--- src/rtl/scpr_pkg.sv ---
// Shared constants for the second-chance page replacer.
// No dependencies; used by the core and its checker.
package scpr_pkg;

    // build defaults
    localparam int FRAME_CAPACITY_DEF = 16;
    localparam int PAGE_BITS_DEF      = 20;

    // configuration register
    localparam int ACTIVE_W          = 5;
    localparam int ACTIVE_FRAMES_RST = 16;
    localparam int REG_ACTIVE_FRAMES = 0;
    localparam int APB_ADDR_W        = 3;
    localparam int APB_DATA_W        = 32;

    // result word layout
    localparam int FRAME_W    = 4;
    localparam int COUNT_W    = 32;
    localparam int HIT_LSB    = 0;
    localparam int FRAME_LSB  = HIT_LSB + 1;
    localparam int REQ_LSB    = FRAME_LSB + FRAME_W;
    localparam int FAULT_LSB  = REQ_LSB + COUNT_W;
    localparam int RES_BITS   = FAULT_LSB + COUNT_W;
    localparam int OUT_DATA_W = ((RES_BITS + 7) / 8) * 8;

endpackage

--- src/rtl/second_chance_page_replacer_core.sv ---
// Second-chance (clock) page replacement core.
// Depends on scpr_pkg and scpr_ram.
//
//  channel   dir  handshake              payload
//  s_*       in   s_tvalid / s_tready    s_tdata: page_number
//  m_*       out  m_tvalid / m_tready    m_tdata: hit, frame, request_count, fault_count
//  apb       in   psel & penable         register 0: active_frames
//
// One word at a time. With n active frames, a lookup reads the page RAM one
// frame per cycle up to the first match or frame n-1; a miss then sweeps the
// hand one frame per cycle until it replaces a frame with a clear reference bit.
// ST_FIN loads the result register once the output is free; a new word is then
// taken even while the result waits on m_tready. Reset is synchronous, active
// low, clears valid and reference bits at once; the page RAM needs no clearing.
module second_chance_page_replacer_core #(
    parameter int FRAME_CAPACITY = scpr_pkg::FRAME_CAPACITY_DEF,
    parameter int PAGE_BITS      = scpr_pkg::PAGE_BITS_DEF
) (
    input  logic                                aclk,
    input  logic                                aresetn,
    // input words: [PAGE_BITS-1:0] page_number, zero fill to bytes
    input  logic                                s_tvalid,
    output logic                                s_tready,
    input  logic [((PAGE_BITS+7)/8)*8-1:0]      s_tdata,
    // result words: [0] hit, [4:1] frame, [36:5] request_count, [68:37] fault_count
    output logic                                m_tvalid,
    input  logic                                m_tready,
    output logic [scpr_pkg::OUT_DATA_W-1:0]     m_tdata,
    // configuration port
    input  logic                                psel,
    input  logic                                penable,
    input  logic                                pwrite,
    input  logic [scpr_pkg::APB_ADDR_W-1:0]     paddr,
    input  logic [scpr_pkg::APB_DATA_W-1:0]     pwdata,
    output logic [scpr_pkg::APB_DATA_W-1:0]     prdata,
    output logic                                pready
);

    localparam int IDX_W  = (FRAME_CAPACITY > 1) ? $clog2(FRAME_CAPACITY) : 1;
    localparam int SIZE_W = $clog2(FRAME_CAPACITY + 1);
    localparam int CNT_W  = scpr_pkg::COUNT_W;

    localparam logic [CNT_W-1:0] CNT_MAX = {CNT_W{1'b1}};

    // sequencer codes
    localparam logic [1:0] ST_IDLE  = 2'd0;
    localparam logic [1:0] ST_SCAN  = 2'd1;
    localparam logic [1:0] ST_SWEEP = 2'd2;
    localparam logic [1:0] ST_FIN   = 2'd3;

    logic [1:0]                  state_reg, state_next;
    logic [scpr_pkg::ACTIVE_W-1:0] active_reg, active_next;
    logic [PAGE_BITS-1:0]        page_reg, page_next;
    logic [SIZE_W-1:0]           rd_idx_reg, rd_idx_next;
    logic                        cmp_pend_reg, cmp_pend_next;
    logic [IDX_W-1:0]            cmp_idx_reg, cmp_idx_next;
    logic [SIZE_W-1:0]           hand_reg, hand_next;
    logic [FRAME_CAPACITY-1:0]   valid_reg, valid_next;
    logic [FRAME_CAPACITY-1:0]   refb_reg, refb_next;
    logic [CNT_W-1:0]            req_reg, req_next;
    logic [CNT_W-1:0]            fault_reg, fault_next;
    logic                        res_hit_reg, res_hit_next;
    logic [IDX_W-1:0]            res_slot_reg, res_slot_next;
    logic                        m_tvalid_reg, m_tvalid_next;
    logic [scpr_pkg::OUT_DATA_W-1:0] m_tdata_reg, m_tdata_next;

    logic [SIZE_W-1:0]           eff_size;
    logic [SIZE_W-1:0]           hand_inc;
    logic [SIZE_W-1:0]           hand_wrap;
    logic [IDX_W-1:0]            hand_idx;
    logic                        ram_we;
    logic [PAGE_BITS-1:0]        ram_rdata;
    logic                        match;
    logic                        s_fire;
    logic                        out_free;
    logic                        cfg_wr;

    // configuration port
    assign pready = 1'b1;
    assign cfg_wr = psel && penable && pwrite;

    always_comb begin
        active_next = active_reg;
        if (cfg_wr && (paddr[scpr_pkg::APB_ADDR_W-1:2] ==
                       (scpr_pkg::APB_ADDR_W-2)'(scpr_pkg::REG_ACTIVE_FRAMES))) begin
            active_next = pwdata[scpr_pkg::ACTIVE_W-1:0];
        end
    end

    always_comb begin
        prdata = '0;
        if (paddr[scpr_pkg::APB_ADDR_W-1:2] ==
            (scpr_pkg::APB_ADDR_W-2)'(scpr_pkg::REG_ACTIVE_FRAMES)) begin
            prdata = scpr_pkg::APB_DATA_W'(active_reg);
        end
    end

    // clamp the active size to 1..FRAME_CAPACITY
    always_comb begin
        if (active_reg == '0) begin
            eff_size = SIZE_W'(1);
        end else if (32'(active_reg) > FRAME_CAPACITY) begin
            eff_size = SIZE_W'(FRAME_CAPACITY);
        end else begin
            eff_size = SIZE_W'(active_reg);
        end
    end

    // hand step with wrap at the active size
    assign hand_idx  = hand_reg[IDX_W-1:0];
    assign hand_inc  = hand_reg + SIZE_W'(1);
    assign hand_wrap = (hand_inc >= eff_size) ? '0 : hand_inc;

    // page RAM: read one frame per scan cycle, write on replacement
    scpr_ram #(
        .WIDTH (PAGE_BITS),
        .DEPTH (FRAME_CAPACITY)
    ) u_page_ram (
        .clk   (aclk),
        .we    (ram_we),
        .waddr (hand_idx),
        .wdata (page_reg),
        .raddr (rd_idx_reg[IDX_W-1:0]),
        .rdata (ram_rdata)
    );

    assign match    = cmp_pend_reg && valid_reg[cmp_idx_reg] && (ram_rdata == page_reg);
    assign s_tready = (state_reg == ST_IDLE);
    assign s_fire   = s_tvalid && s_tready;
    assign out_free = !m_tvalid_reg || m_tready;

    // sequencer: scan, sweep, deliver
    always_comb begin
        state_next    = state_reg;
        page_next     = page_reg;
        rd_idx_next   = rd_idx_reg;
        cmp_pend_next = cmp_pend_reg;
        cmp_idx_next  = cmp_idx_reg;
        hand_next     = hand_reg;
        valid_next    = valid_reg;
        refb_next     = refb_reg;
        req_next      = req_reg;
        fault_next    = fault_reg;
        res_hit_next  = res_hit_reg;
        res_slot_next = res_slot_reg;
        ram_we        = 1'b0;
        m_tvalid_next = m_tvalid_reg && !m_tready;
        m_tdata_next  = m_tdata_reg;

        case (state_reg)
            ST_IDLE: begin
                if (s_fire) begin
                    page_next     = s_tdata[PAGE_BITS-1:0];
                    rd_idx_next   = '0;
                    cmp_pend_next = 1'b0;
                    if (req_reg != CNT_MAX) begin
                        req_next = req_reg + CNT_W'(1);
                    end
                    state_next = ST_SCAN;
                end
            end
            ST_SCAN: begin
                if (match) begin
                    // hit: lowest matching frame gets its second chance
                    refb_next[cmp_idx_reg] = 1'b1;
                    res_hit_next  = 1'b1;
                    res_slot_next = cmp_idx_reg;
                    state_next    = ST_FIN;
                end else if (!cmp_pend_reg && (rd_idx_reg >= eff_size)) begin
                    // miss: restart a stale hand at frame 0
                    if (hand_reg >= eff_size) begin
                        hand_next = '0;
                    end
                    state_next = ST_SWEEP;
                end else if (rd_idx_reg < eff_size) begin
                    cmp_pend_next = 1'b1;
                    cmp_idx_next  = rd_idx_reg[IDX_W-1:0];
                    rd_idx_next   = rd_idx_reg + SIZE_W'(1);
                end else begin
                    cmp_pend_next = 1'b0;
                end
            end
            ST_SWEEP: begin
                if (refb_reg[hand_idx]) begin
                    // clear and skip
                    refb_next[hand_idx] = 1'b0;
                    hand_next = hand_wrap;
                end else begin
                    // replace this frame
                    ram_we                = 1'b1;
                    valid_next[hand_idx]  = 1'b1;
                    res_hit_next          = 1'b0;
                    res_slot_next         = hand_idx;
                    hand_next             = hand_wrap;
                    if (fault_reg != CNT_MAX) begin
                        fault_next = fault_reg + CNT_W'(1);
                    end
                    state_next = ST_FIN;
                end
            end
            ST_FIN: begin
                if (out_free) begin
                    m_tvalid_next = 1'b1;
                    m_tdata_next  = '0;
                    m_tdata_next[scpr_pkg::HIT_LSB] = res_hit_reg;
                    m_tdata_next[scpr_pkg::FRAME_LSB +: scpr_pkg::FRAME_W] =
                        scpr_pkg::FRAME_W'(res_slot_reg);
                    m_tdata_next[scpr_pkg::REQ_LSB +: CNT_W]   = req_reg;
                    m_tdata_next[scpr_pkg::FAULT_LSB +: CNT_W] = fault_reg;
                    state_next = ST_IDLE;
                end
            end
            default: begin
                state_next = ST_IDLE;
            end
        endcase
    end

    // control state
    always_ff @(posedge aclk) begin
        if (!aresetn) begin
            state_reg    <= ST_IDLE;
            active_reg   <= scpr_pkg::ACTIVE_W'(scpr_pkg::ACTIVE_FRAMES_RST);
            cmp_pend_reg <= 1'b0;
            hand_reg     <= '0;
            valid_reg    <= '0;
            refb_reg     <= '0;
            req_reg      <= '0;
            fault_reg    <= '0;
            m_tvalid_reg <= 1'b0;
        end else begin
            state_reg    <= state_next;
            active_reg   <= active_next;
            cmp_pend_reg <= cmp_pend_next;
            hand_reg     <= hand_next;
            valid_reg    <= valid_next;
            refb_reg     <= refb_next;
            req_reg      <= req_next;
            fault_reg    <= fault_next;
            m_tvalid_reg <= m_tvalid_next;
        end
    end

    // payload
    always_ff @(posedge aclk) begin
        page_reg     <= page_next;
        rd_idx_reg   <= rd_idx_next;
        cmp_idx_reg  <= cmp_idx_next;
        res_hit_reg  <= res_hit_next;
        res_slot_reg <= res_slot_next;
        m_tdata_reg  <= m_tdata_next;
    end

    assign m_tvalid = m_tvalid_reg;
    assign m_tdata  = m_tdata_reg;

endmodule

--- src/rtl/scpr_ram.sv ---
// Generic single-write, single-read RAM with registered read data.
// No dependencies; holds the page number of each frame.
module scpr_ram #(
    parameter int WIDTH = 20,
    parameter int DEPTH = 16
) (
    input  logic                                 clk,
    input  logic                                 we,
    input  logic [(DEPTH > 1 ? $clog2(DEPTH) : 1)-1:0] waddr,
    input  logic [WIDTH-1:0]                     wdata,
    input  logic [(DEPTH > 1 ? $clog2(DEPTH) : 1)-1:0] raddr,
    output logic [WIDTH-1:0]                     rdata
);

    logic [WIDTH-1:0] mem_reg [DEPTH];
    logic [WIDTH-1:0] rdata_reg;

    // write port and registered read port
    always_ff @(posedge clk) begin
        if (we) begin
            mem_reg[waddr] <= wdata;
        end
        rdata_reg <= mem_reg[raddr];
    end

    assign rdata = rdata_reg;

endmodule

--- config.mk ---
export PLATFORM = sky130hd
export DESIGN_NAME = second_chance_page_replacer_core
export DESIGN_NICKNAME = d
export VERILOG_FILES = /design/src/rtl/scpr_pkg.sv /design/src/rtl/second_chance_page_replacer_core.sv /design/src/rtl/scpr_ram.sv
export SDC_FILE = /design/constraint.sdc
export NUM_CORES = 1
export LEC_CHECK = 0
export ABC_AREA = 1
export BUFFER_PORTS_ARGS = -buffer_cell sky130_fd_sc_hd__buf_4
export CELL_PAD_IN_SITES_DETAIL_PLACEMENT = 1
export CELL_PAD_IN_SITES_GLOBAL_PLACEMENT = 1
export CORE_ASPECT_RATIO = 0.5
export CORE_UTILIZATION = 40
export CTS_CLUSTER_DIAMETER = 30
export DETAILED_ROUTE_END_ITERATION = 12
export PLACE_DENSITY = 0.79
export SLEW_MARGIN = 20
export SYNTH_ARGS = -nofsm -noshare
export SYNTH_HDL_FRONTEND = slang
export SYNTH_SLANG_ARGS = --single-unit
--- constraint.sdc ---
create_clock -name aclk -period 6.3 [get_ports aclk]
set_clock_uncertainty 0.15 [all_clocks]
set_input_delay 0 -clock aclk [delete_from_list [all_inputs] [get_ports aclk]]
set_output_delay 0 -clock aclk [all_outputs]
set_load 0.03 [all_outputs]
== Word level (Yosys, flattened, before mapping) ==
Memories as Yosys holds them, arrays and structs flattened. A register that Yosys moved wholly into a read port is not among the register bits.
Cells that the tools add are included.

* Add/sub/neg operators: 4
* $lt $le $gt $ge: 9
* Eq/ne operators: 17
* Muxes and demuxes: 47
* Bitwise gates (word level): 8
* Reductions and logical operators: 30

{| class="wikitable"
|+ Operator list
! cell !! count
|-
| $add 32x1->32 const B || 2
|-
| $ne 32x32->1 const B || 2
|-
| $mux 5 || 11
|-
| $mux 16 || 2
|-
| $or 16x16->16 || 2
|-
| $pmux 16 s2 || 1
|-
| $eq 20x20->1 || 1
|-
| $pmux 5 s2 || 2
|-
| $ne 2x2->1 const B || 9
|-
| $and 16x16->16 || 1
|-
| $mux 1 || 16
|-
| $not 16->16 || 1
|-
| $reduce_and 4->1 || 4
|-
| $ge 5x5->1 || 3
|-
| $reduce_and 3->1 || 4
|-
| $add 5x1->5 const B || 2
|-
| $logic_and 1x1->1 || 10
|-
| $lt 4x5->1 const B || 2
|-
| $mux 2 || 5
|-
| $bmux 1 s4 || 2
|-
| $demux 1 s4 || 2
|-
| $ge 4x1->1 const B || 2
|-
| $mux 4 || 2
|-
| $pmux 2 s4 || 1
|-
| 16 further kinds || 26
|}

* Bits in registers: 213
* Memory bits (writable): 320
* Input bits: 66
* Output and inout bits: 107
* Word-level logic and storage cells: 131
* Memories kept: 1

{| class="wikitable"
|+ Memories
! name !! words !! bits a word !! rd ports !! clocked after Yosys merged registers in !! write ports !! RTL line !! source
|-
| u_page_ram.mem_reg || 16 || 20 || 1 || 1 || 1 || scpr_ram.sv:15 || <nowiki>logic [WIDTH-1:0] mem_reg [DEPTH];</nowiki>
|}

== Logic depth before layout (Yosys ltp) ==
Gate-level depths: netlist of the first run.

* Depth in word-level cells: 8
* Mapped depth: 17
* Gate-level depth less buffers: 17

== Modules after synthesis ==
A second synthesis of the first run with hierarchy kept.

* Cell total of the unflattened synthesis: 2,698
* Area, all modules: 25,052.8 sq um

{| class="wikitable"
|+ Modules (own cells, without submodules)
! module !! instances !! cells each !! area each (sq um)
|-
| scpr_ram || 1 || 1,336 || 14,192.4
|-
| second_chance_page_replacer_core || 1 || 1,362 || 10,860.4
|}

== Worst setup path after synthesis of the first run ==
OpenSTA, ideal clock, no wires.

* Kind: register to register
* Start point: reg state_reg[0]
* End point: reg m_tdata_reg (netlist bit m_tdata[0]), enable pin
* Library setup time: 0.519 ns
* Arrival time: 3.924 ns
* Slack: 1.707 ns
* Stages on the path, launching flop included: 4
* Path buffers: 0
* Path through: dfxtp_1 -> ha_1 -> inv_1 -> a21oi_1

* Longest elaborated chain between the ends: 2

{| class="wikitable"
|+ RTL lines
! what !! RTL line !! source
|-
| start: declaration || second_chance_page_replacer_core.sv:51 || <nowiki>logic [1:0] state_reg, state_next;</nowiki>
|-
| start signal: assignment || second_chance_page_replacer_core.sv:232 || <nowiki>state_reg <= state_next;</nowiki>
|-
| $eq 2x2->1 || second_chance_page_replacer_core.sv:150 || <nowiki>case (state_reg)</nowiki>
|-
| $reduce_and 2->1 (no source line) || - ||
|-
| end signal: assignment || second_chance_page_replacer_core.sv:251 || <nowiki>m_tdata_reg <= m_tdata_next;</nowiki>
|-
| end: declaration || second_chance_page_replacer_core.sv:65 || <nowiki>logic [scpr_pkg::OUT_DATA_W-1:0] m_tdata_reg, m_tdata_next;</nowiki>
|}

Every way passes these cells.
A chain may end at the register's enable or synchronous reset.

== Final worst setup path of the first run ==
* Start point: reg hand_reg[0]
* End point: reg fault_reg[17]

* Longest elaborated chain between the ends: 4

{| class="wikitable"
|+ RTL lines
! what !! RTL line !! source
|-
| start: declaration || second_chance_page_replacer_core.sv:57 || <nowiki>logic [SIZE_W-1:0] hand_reg, hand_next;</nowiki>
|-
| start signal: assignment || second_chance_page_replacer_core.sv:235 || <nowiki>hand_reg <= hand_next;</nowiki>
|-
| $bmux 1 s4 || second_chance_page_replacer_core.sv:184 || <nowiki>if (refb_reg[hand_idx]) begin</nowiki>
|-
| $mux 1 (implied by the code) || second_chance_page_replacer_core.sv:184 ||
|-
| $not 1->1 (no source line) || - ||
|-
| $reduce_and 3->1 (no source line) || - ||
|-
| end signal: assignment || second_chance_page_replacer_core.sv:239 || <nowiki>fault_reg <= fault_next;</nowiki>
|-
| end: declaration || second_chance_page_replacer_core.sv:61 || <nowiki>logic [CNT_W-1:0] fault_reg, fault_next;</nowiki>
|}

Every way passes these cells. The select of a mux whose other input is x is not followed.

==> impl_results.md, run 1 <==
* DR pass1 iterations at 5
* Layout area overhead at 21.2%
* Final Critical Period at 3.77 ns
* Max-cap violations at 0
* Netlist Area Pre-Place at 23500 µm²
* Sequential-to-total area share from yosys stat at 0.651
* Fraction of power consumed by combinational cells at 0.228
* Hold crit path type: in2out
* Detail Placement HPWL at 38.6 mm
* Fmax at 265 MHz
* CP endpoint kind: flip-flop
* Yosys warns at 0
* Layout cells sized above 1 at 0.133
* Status: completed
* Worst Path Required at 6.68 ns
* Antenna diode instance count at 0
* PD cells at 447 nW/µm²
* Utilization after layout at 0.493
* Latest clock arrival within the worst-skew pair at 0.63 ns
* P_leak at 10.2 nW
* Synth Register Bits at 553
* Setup TNS at 0 ns
* Die width at 345 µm
* Root Driver: clkbuf_16
* Global-route wire length before repair at 112 mm
* Mapped Cells at 2198
* Core ar. at 57700 µm²
* Post-synth EDFFs at 423
* Slew Limit Fails at 0
* Peak VDD IR at 212 µV
* Die height at 173 µm
* Slew HR at 0.260
* Power Internal at 8.36 mW
* Largest net degree at the start of global routing at 103
* Row count at 62
* Top FF cell, synth: edfxtp_1
* Final ANT Viol Nets at 0
* Switching Power at 4.36 mW
* RSZ-0062 raised after global routing: no
* CP Max Fanout at 34
* Final hold violation count at 0
* Starting density of the core at 0.407
* Period utilisation layout at 0.598
* # hold bufs at CTS at 58
* Vias in the first global route at 18965
* Max reg flops at 320
* GR Overflow Total at 0
* CTS sink cnt at 553
* CTS Buf Count at 86
* Switching share of power at 0.343
* Clock slew at reported path FFs at 0.05 ns
* Die area at 59800 µm²
* Synth cell types at 42
* Seq pwr share at 0.374
* H-tree levels at 3
* Pre-CTS setup slack at 2.52 ns
* Post-CTS setup buffer count at 0
* Most frequent cells in the layout: 423 x edfxtp_1, 400 x nand2_1, 326 x nor2_1
* Initial antenna violation count at 0
* Worst-margin pin slew at 1.10 ns
* Fin nets at 2460
* Syn avg cell area at 10.7 µm²
* GP Congestion at 0.862
* Boundary pin count at 173
* Remaining DRCs at 0
* Clock Tree Buf Depth at 3
* Final setup margin at 2.53 ns
* Resized Gates After CTS at 0
* Fill cell count at 6140
* DR vias at 17852
* I/O Buffers at 108
* Startpoint class of the critical path: flip-flop
* Arr. time, crit path at 4.15 ns
* Vias per cell at 5.56
* Final cell count without fillers at 3210
* Final setup viols at 0
* Gr usage total at 0.244
* Crit Path Class: reg2reg
* Clock share of power at 0.398
* Iter 0 DRT Violations at 1464
* CTS tree: done
* Drt wl/cell at 22.8 µm
* Final wirelength at 73.3 mm
* Post-synth ARST share at 0
* Inst Count DP at 2990
* Commonest non-fill, non-tap cell in the layout: edfxtp_1
## through the flow
| stage | hold slack (ns) | power (mW) | cell area, µm² |
|---|---|---|---|
| after global placement | 0.0287 | 7.34 | 24900 |
| after global routing | 0.186 | 13.1 | 28500 |
| after detailed placement | 0.0293 | 7.52 | 24900 |
| after CTS | 0.160 | 12.6 | 28500 |
| after floorplan | -0.0511 | 6.61 | 23600 |
| final | 0.180 | 12.7 | 28500 |
## final timing paths
| kind | to | slack [ns] | start | depth (start not counted) |
|---|---|---|---|---|
| max | fault_reg[17]$_SDFFE_PN0P_ | 2.53 | hand_reg[0]$_SDFFE_PN0P_ | 12 |
| min | prdata[3] | 0.18 | paddr[2] | 3 |
| max reg2reg | fault_reg[17]$_SDFFE_PN0P_ | 2.53 | hand_reg[0]$_SDFFE_PN0P_ | 12 |
| min reg2reg | m_tdata[0]$_DFFE_PP_ | 0.27 | res_hit_reg$_DFFE_PP_ | 0 |
## power groups by stage
stage	clock, mW	combinational (mW)	sequential (mW)
2_1_floorplan	0	1.84	4.78
3_3_place_gp	0	2.57	4.77
3_5_place_dp	0	2.72	4.80
4_1_cts	5.00	2.83	4.74
5_1_grt	5.22	3.13	4.79
6_report	5.06	2.90	4.76
## cell type report
type | count | area (µm²) | area share
Tap cell | 768 | 961 | 0.0337
Clock inverter | 54 | 704 | 0.0247
Timing Repair Buffer | 185 | 1530 | 0.0539
Multi-Input combinational cell | 1388 | 7080 | 0.249
Clock buffer | 108 | 2320 | 0.0813
Sequential cell | 553 | 15300 | 0.537
Inverter | 154 | 581 | 0.0204
## cell families after synthesis
kind of cell	after synthesis	share of synthesized area
AND/OR/NAND/NOR	890	0.155
flip-flops	553	0.651
AO/OA/AOI/OAI	359	0.0950
buffers and inverters	286	0.0527
XOR/XNOR	51	0.0190
multiplexers	31	0.0132
adder cells (fa/ha/maj)	26	0.0138
other	2	0.000320
## critical path, stage by stage (launching register included)
cell	delay, ns
dfxtp_1	0.71
inv_2	0.28
nand2_1	0.11
nand2_1	0.06
nand2_1	0.07
nand2_1	0.06
nand2_1	0.05
nand2_1	0.11
nor3_4	0.70
nand2_4	0.43
inv_2	0.61
nand2_1	0.14
a21oi_1	0.15
## per-layer routing
layer / up-vias / global-route usage / wire, µm
met4: 0 / 0.101 / 2720
met2: 711 / 0.418 / 36300
met3: 187 / 0.0417 / 4160
met5: - / 0 / 0
li1: 7949 / - / -
met1: 9005 / 0.306 / 30100
## cells in the mapped netlist, types with 3 or more instances
| cell | n | area [µm²] |
|---|---|---|
| edfxtp_1 | 423 | 12700 |
| nand2_1 | 400 | 1500 |
| nor2_1 | 327 | 1230 |
| inv_1 | 147 | 552 |
| o21ai_0 | 135 | 676 |
| dfxtp_1 | 130 | 2600 |
| a21oi_1 | 95 | 475 |
| nand3_1 | 75 | 375 |
| clkbuf_1 | 69 | 259 |
| o32ai_1 | 49 | 429 |
| nor3_1 | 38 | 190 |
| buf_4 | 32 | 240 |
| mux2i_1 | 31 | 310 |
| o221ai_1 | 31 | 272 |
| xor2_1 | 28 | 245 |
| ha_1 | 26 | 325 |
| xnor2_1 | 23 | 201 |
| nand4_1 | 22 | 138 |
| buf_2 | 20 | 100 |
| o211ai_1 | 17 | 128 |
| nand2_2 | 13 | 81.3 |
| a21oi_2 | 10 | 87.6 |
| buf_1 | 9 | 33.8 |
| o21a_1 | 9 | 67.6 |
| inv_2 | 6 | 22.5 |
| o31ai_1 | 6 | 45.0 |
| nor3b_1 | 5 | 37.5 |
| o22ai_1 | 4 | 25.0 |
| nor4_1 | 3 | 18.8 |
No activity file was read; power rests on OpenSTA's default activity.
==> inputs of run 2 (changes only) <==
==> constraint.sdc (replaced) <==
create_clock -name aclk -period 3.5 [get_ports aclk]
set_clock_uncertainty 0.15 [all_clocks]
set_input_delay 0 -clock aclk [delete_from_list [all_inputs] [get_ports aclk]]
set_output_delay 0 -clock aclk [all_outputs]
set_load 0.03 [all_outputs]
==> run 2 against run 1 <==
Register-to-register slack got worse by 2.4 ns; sequential power increased by 79%; sequential share of layout area decreased by 0.51 points; utilization increased by 0.47 points; maximum frequency increased by 12%; global-route usage increased by 1.6 points; critical endpoint is now res_slot_reg[1]$_DFFE_PP_.
==> impl_results.md, run 2 (synthesized netlist as in run 1, its figures left out) <==
* Fin nets at 2484
* P_leak at 10.4 nW
* Latest clock arrival within the worst-skew pair at 0.64 ns
* H-tree levels at 3
* Global-route wire length before repair at 118 mm
* Commonest non-fill, non-tap cell in the layout: edfxtp_1
* Flop2flop setup slack at 0.14 ns
* Top delay family on crit path: simple AND/OR/NAND/NOR gates
* Most frequent cell on the critical path: nand2_1
* Vias in the first global route at 19324
* Hold Startpoint: m_tready
* Peak VDD IR at 639 µV
* Hold path depth at 5
* Boundary pin count at 173
* CP Max Fanout at 17
* Die height at 173 µm
* Final cell count without fillers at 3233
* Max reg flops at 320
* PD cells at 807 nW/µm²
* Pre-CTS setup slack at 0.459 ns
* DR vias at 18184
* Initial antenna violation count at 0
* CTS sink cnt at 553
* Fmax at 298 MHz
* Row count at 62
* DR pass1 iterations at 5
* Worst Path Buf+Inv at 1
* Critical path origin: page_reg[17]$_DFFE_PP_
* Largest net degree at the start of global routing at 165
* I/O Buffers at 108
* CTS tree: done
* CP endpoint kind: flip-flop
* Inst Count DP at 3014
* Antenna diode instance count at 0
* Final wirelength at 78.0 mm
* Slew Limit Fails at 0
* Fill cell count at 6171
* CP max stage cell: edfxtp_1
* GR Overflow Total at 0
* Clock slew at reported path FFs at 0.06 ns
* Max-cap violations at 0
* WHS Endpoint: m_tvalid$_SDFF_PN0_
* Overall power at 23.2 mW
* Worst Path Required at 3.60 ns
* Period utilisation layout at 0.960
* Slew HR at 0.291
* Crit-path cells: inv_1 -> nand2_1 -> nand2_1 -> nor2_1 -> nand2_1 -> nor2_1 -> nand2_1 -> nor2_1 -> nand3_1 -> a21oi_1
* GP Congestion at 0.874
* Layout cells sized above 1 at 0.137
* Final hold violation count at 0
* Iter 0 DRT Violations at 1650
* RR Endpoint: res_slot_reg[1]$_DFFE_PP_
* Core ar. at 57700 µm²
* Resized Gates After CTS at 0
* Max incr delay on CP at 0.80 ns
* Final ANT Viol Nets at 0
* Remaining DRCs at 0
* RSZ-0062 raised after global routing: no
* Startpoint class of the critical path: flip-flop
* Worst-margin pin slew at 1.06 ns
* Layout area overhead at 22.4%
* Die area at 59800 µm²
* Arr. time, crit path at 3.46 ns
* Clock Tree Buf Depth at 3
* Hold crit path type: in2reg
* Setup TNS at 0 ns
* Final Critical Period at 3.36 ns
* Starting density of the core at 0.407
* Worst reg2reg path depth at 10
* Die width at 345 µm
* Post-CTS setup buffer count at 0
* Drt wl/cell at 24.1 µm
* Final setup viols at 0
* CTS Buf Count at 86
* Status: completed
* Final setup margin at 0.140 ns
* Most frequent cells in the layout: 423 x edfxtp_1, 400 x nand2_1, 326 x nor2_1
* Start of the worst register-to-register path: page_reg[17]$_DFFE_PP_
* Vias per cell at 5.62
* # hold bufs at CTS at 58
* Detail Placement HPWL at 38.7 mm
* Gr usage total at 0.260
* Root Driver: clkbuf_16
* Crit Path Class: reg2reg
[run 2: cell count changes in the layout (fill, tap and decap cells not counted), sizes merged]
| cell | change |
|---|---|
| inv | -2 |
| clkinvlp | +4 |
| clkbuf | -11 |
| buf | +24 |
| clkinv | +8 |
[run 2: how the worst max path moves through the flow]
stage | end | slack (ns) | cells past startpoint
floorplan | m_tdata[0]$_DFFE_PP_ | 0.47 | 3
finish | res_slot_reg[1]$_DFFE_PP_ | 0.14 | 10
global route | res_slot_reg[1]$_DFFE_PP_ | 0.02 | 10
global placement | fault_reg[18]$_SDFFE_PN0P_ | 0.55 | 12
detailed placement | fault_reg[17]$_SDFFE_PN0P_ | 0.46 | 12
CTS | fault_reg[17]$_SDFFE_PN0P_ | 0.42 | 12
[run 2: cell type report]
| class | instances | area (µm²) | area share |
|---|---|---|---|
| Clock inverter | 64 | 840 | 0.0292 |
| Clock buffer | 97 | 2230 | 0.0777 |
| Sequential cell | 553 | 15300 | 0.532 |
| Tap cell | 768 | 961 | 0.0334 |
| Multi-Input combinational cell | 1388 | 7080 | 0.246 |
| Timing Repair Buffer | 209 | 1750 | 0.0609 |
| Inverter | 154 | 581 | 0.0202 |
[run 2: worst reg2reg max path: stages, from the launching register on]
cell and delay (ns):
edfxtp_1 0.80, inv_1 0.20, nand2_1 0.14, nand2_1 0.07, nor2_1 0.14, nand2_1 0.11
nor2_1 0.14, nand2_1 0.07, nor2_1 0.32, nand3_1 0.21, a21oi_1 0.63
[run 2: stage by stage]
stage / utilization / hold WS [ns] / instance area (µm²)
detailed placement: 0.435 / 0.0300 / 25100
global placement: 0.435 / 0.0284 / 25100
global route: 0.498 / 0.208 / 28800
floorplan: - / -0.0511 / 23600
CTS: 0.498 / 0.155 / 28800
finish: 0.498 / 0.175 / 28800
[run 2: where the power goes]
part	internal [mW]	switching [mW]	leakage, nW	total, mW
clock	5.56	3.62	1.46	9.18
sequential	7.96	0.578	4.90	8.54
combinational	1.56	3.94	4.04	5.49
total	15.1	8.14	10.4	23.2
[run 2: routing by layer]
metal  wire (µm)  GRT usage  up-vias
li1            -          -     7995
met4        3470      0.116        0
met5           0          0        -
met1       30200      0.316     9104
met2       39300      0.452      847
met3        5110     0.0477      238
==> inputs of run 3 (changes only) <==
==> constraint.sdc (replaced) <==
create_clock -name aclk -period 3.5 [get_ports aclk]
set_clock_uncertainty 0.15 [all_clocks]
set_input_delay 0.7 -clock aclk [delete_from_list [all_inputs] [get_ports aclk]]
set_output_delay 0.7 -clock aclk [all_outputs]
set_load 0.03 [all_outputs]
==> run 3 against run 2 <==
Worst setup slack better by 0.092 ns; clock-buffer cell count grew 1; sequential power shrank 0.8%; combinational power down 3%; non-clock buffer count down 56; clock power is 2% lower; maximum frequency grew 2.8%; critical endpoint unchanged; flip-flop and latch count unchanged; utilization decreased by 0.97 points; global-route usage fell by 2.3 points.
==> impl_results.md, run 3 (synthesized netlist as in run 1, its figures left out) <==
* GP Congestion at 0.848
* Inst Count DP at 3016
* Fmax at 306 MHz
* Final Critical Period at 3.27 ns
* Critical path origin: page_reg[11]$_DFFE_PP_
* Final setup viols at 0
* PD cells at 809 nW/µm²
* Die area at 59800 µm²
* Starting density of the core at 0.407
* Crit Path Class: reg2reg
* RSZ-0062 raised after global routing: no
* Switching share of power at 0.339
* Boundary pin count at 173
* Initial antenna violation count at 0
* Clock share of power at 0.396
* Most frequent cell on the critical path: nand2_1
* P_leak at 10.2 nW
* Critical Path Stages at 10
* Worst Path Buf+Inv at 1
* Detail Placement HPWL at 39.4 mm
* Status: completed
* Antenna diode instance count at 0
* DR pass1 iterations at 5
* Power Internal at 15.1 mW
* Switching Power at 7.72 mW
* Post-CTS setup buffer count at 0
* Worst-margin pin slew at 0.825 ns
* Hold crit path type: in2reg
* CP endpoint kind: flip-flop
* Final hold violation count at 0
* Crit-path cells: inv_1 -> nand2_1 -> nand2_1 -> nor2_1 -> nand2_1 -> nor2_1 -> nand2_1 -> nor2_1 -> nand3_1 -> a21oi_1
* I/O Buffers at 108
* CP Max Fanout at 18
* # hold bufs at CTS at 0
* Die height at 173 µm
* Worst Path Required at 3.58 ns
* Root Driver: clkbuf_16
* Seq pwr share at 0.371
* Top delay family on crit path: simple AND/OR/NAND/NOR gates
* CTS sink cnt at 553
* Die width at 345 µm
* Start of the worst register-to-register path: page_reg[11]$_DFFE_PP_
* Period utilisation layout at 0.934
* Slew HR at 0.445
* Max incr delay on CP at 0.69 ns
* Fraction of power consumed by combinational cells at 0.233
* Iter 0 DRT Violations at 1370
* Core ar. at 57700 µm²
* Hold slack at 0.0970 ns
* Remaining DRCs at 0
* CTS Buf Count at 86
* Global-route wire length before repair at 109 mm
* Worst reg2reg path depth at 10
* Row count at 62
* Latest clock arrival within the worst-skew pair at 0.64 ns
* Most frequent cells in the layout: 423 x edfxtp_1, 400 x nand2_1, 326 x nor2_1
* H-tree levels at 3
* Overall power at 22.8 mW
* Max reg flops at 320
* Peak VDD IR at 924 µV
* Final cell count without fillers at 3178
* Final ANT Viol Nets at 0
* Layout cells sized above 1 at 0.141
* Critical Path Sink: res_slot_reg[1]$_DFFE_PP_
* Slew Limit Fails at 0
* Fin nets at 2428
* Max-cap violations at 0
* Gr usage total at 0.237
* RR Endpoint: res_slot_reg[1]$_DFFE_PP_
* Flop2flop setup slack at 0.23 ns
* Drt wl/cell at 22.4 µm
* Setup TNS at 0 ns
* Arr. time, crit path at 3.34 ns
* Largest net degree at the start of global routing at 165
* Startpoint class of the critical path: flip-flop
* Vias per cell at 5.50
* Resized Gates After CTS at 0
* CTS tree: done
* Clock Tree Buf Depth at 3
* DR vias at 17472
* CP max stage cell: edfxtp_1
* Vias in the first global route at 18628
* GR Overflow Total at 0
* Commonest non-fill, non-tap cell in the layout: edfxtp_1
* Final wirelength at 71.1 mm
* Clock slew at reported path FFs at 0.05 ns
* Layout area overhead at 20.0%
[run 3: worst min path at each step]
stage                                     start                      to  slack (ns)  cells after the start
after global routing                s_tdata[12]  page_reg[12]$_DFFE_PP_        0.08                      1
final                               s_tdata[12]  page_reg[12]$_DFFE_PP_         0.1                      1
after floorplan           res_hit_reg$_DFFE_PP_    m_tdata[0]$_DFFE_PP_        0.25                      0
after detailed placement  res_hit_reg$_DFFE_PP_    m_tdata[0]$_DFFE_PP_        0.26                      0
after CTS                           s_tdata[12]  page_reg[12]$_DFFE_PP_        0.07                      1
after global placement    res_hit_reg$_DFFE_PP_    m_tdata[0]$_DFFE_PP_        0.26                      0
[run 3: final cells by class]
cell class | count | area [µm²]
Clock buffer | 98 | 2230
Timing Repair Buffer | 153 | 1190
Fill cell | 6186 | 29500
Clock inverter | 64 | 850
Sequential cell | 553 | 15300
Multi-Input combinational cell | 1388 | 7080
Inverter | 154 | 581
Tap cell | 768 | 961
[run 3: power groups by stage]
stage | registers (mW) | logic [mW] | clock network (mW)
after floorplan | 8.59 | 3.31 | 0
after global placement | 8.51 | 4.84 | 0
after detailed placement | 8.56 | 5.08 | 0
after CTS | 8.46 | 5.29 | 9.12
after global routing | 8.52 | 5.74 | 9.37
final | 8.47 | 5.32 | 9.02
[run 3: stage by stage]
step | worst slack, ns | utilization | instance area, µm²
final | 0.232 | 0.488 | 28200
after global placement | 0.609 | 0.435 | 25100
after floorplan | 0.153 | - | 23600
after global routing | 0.0438 | 0.488 | 28200
after detailed placement | 0.534 | 0.435 | 25100
after CTS | 0.320 | 0.488 | 28200
[run 3: metal layers]
layer	track usage	wire (µm)
met5	0	0
met4	0.0977	2500
met3	0.0431	4360
met2	0.411	35900
met1	0.291	28300
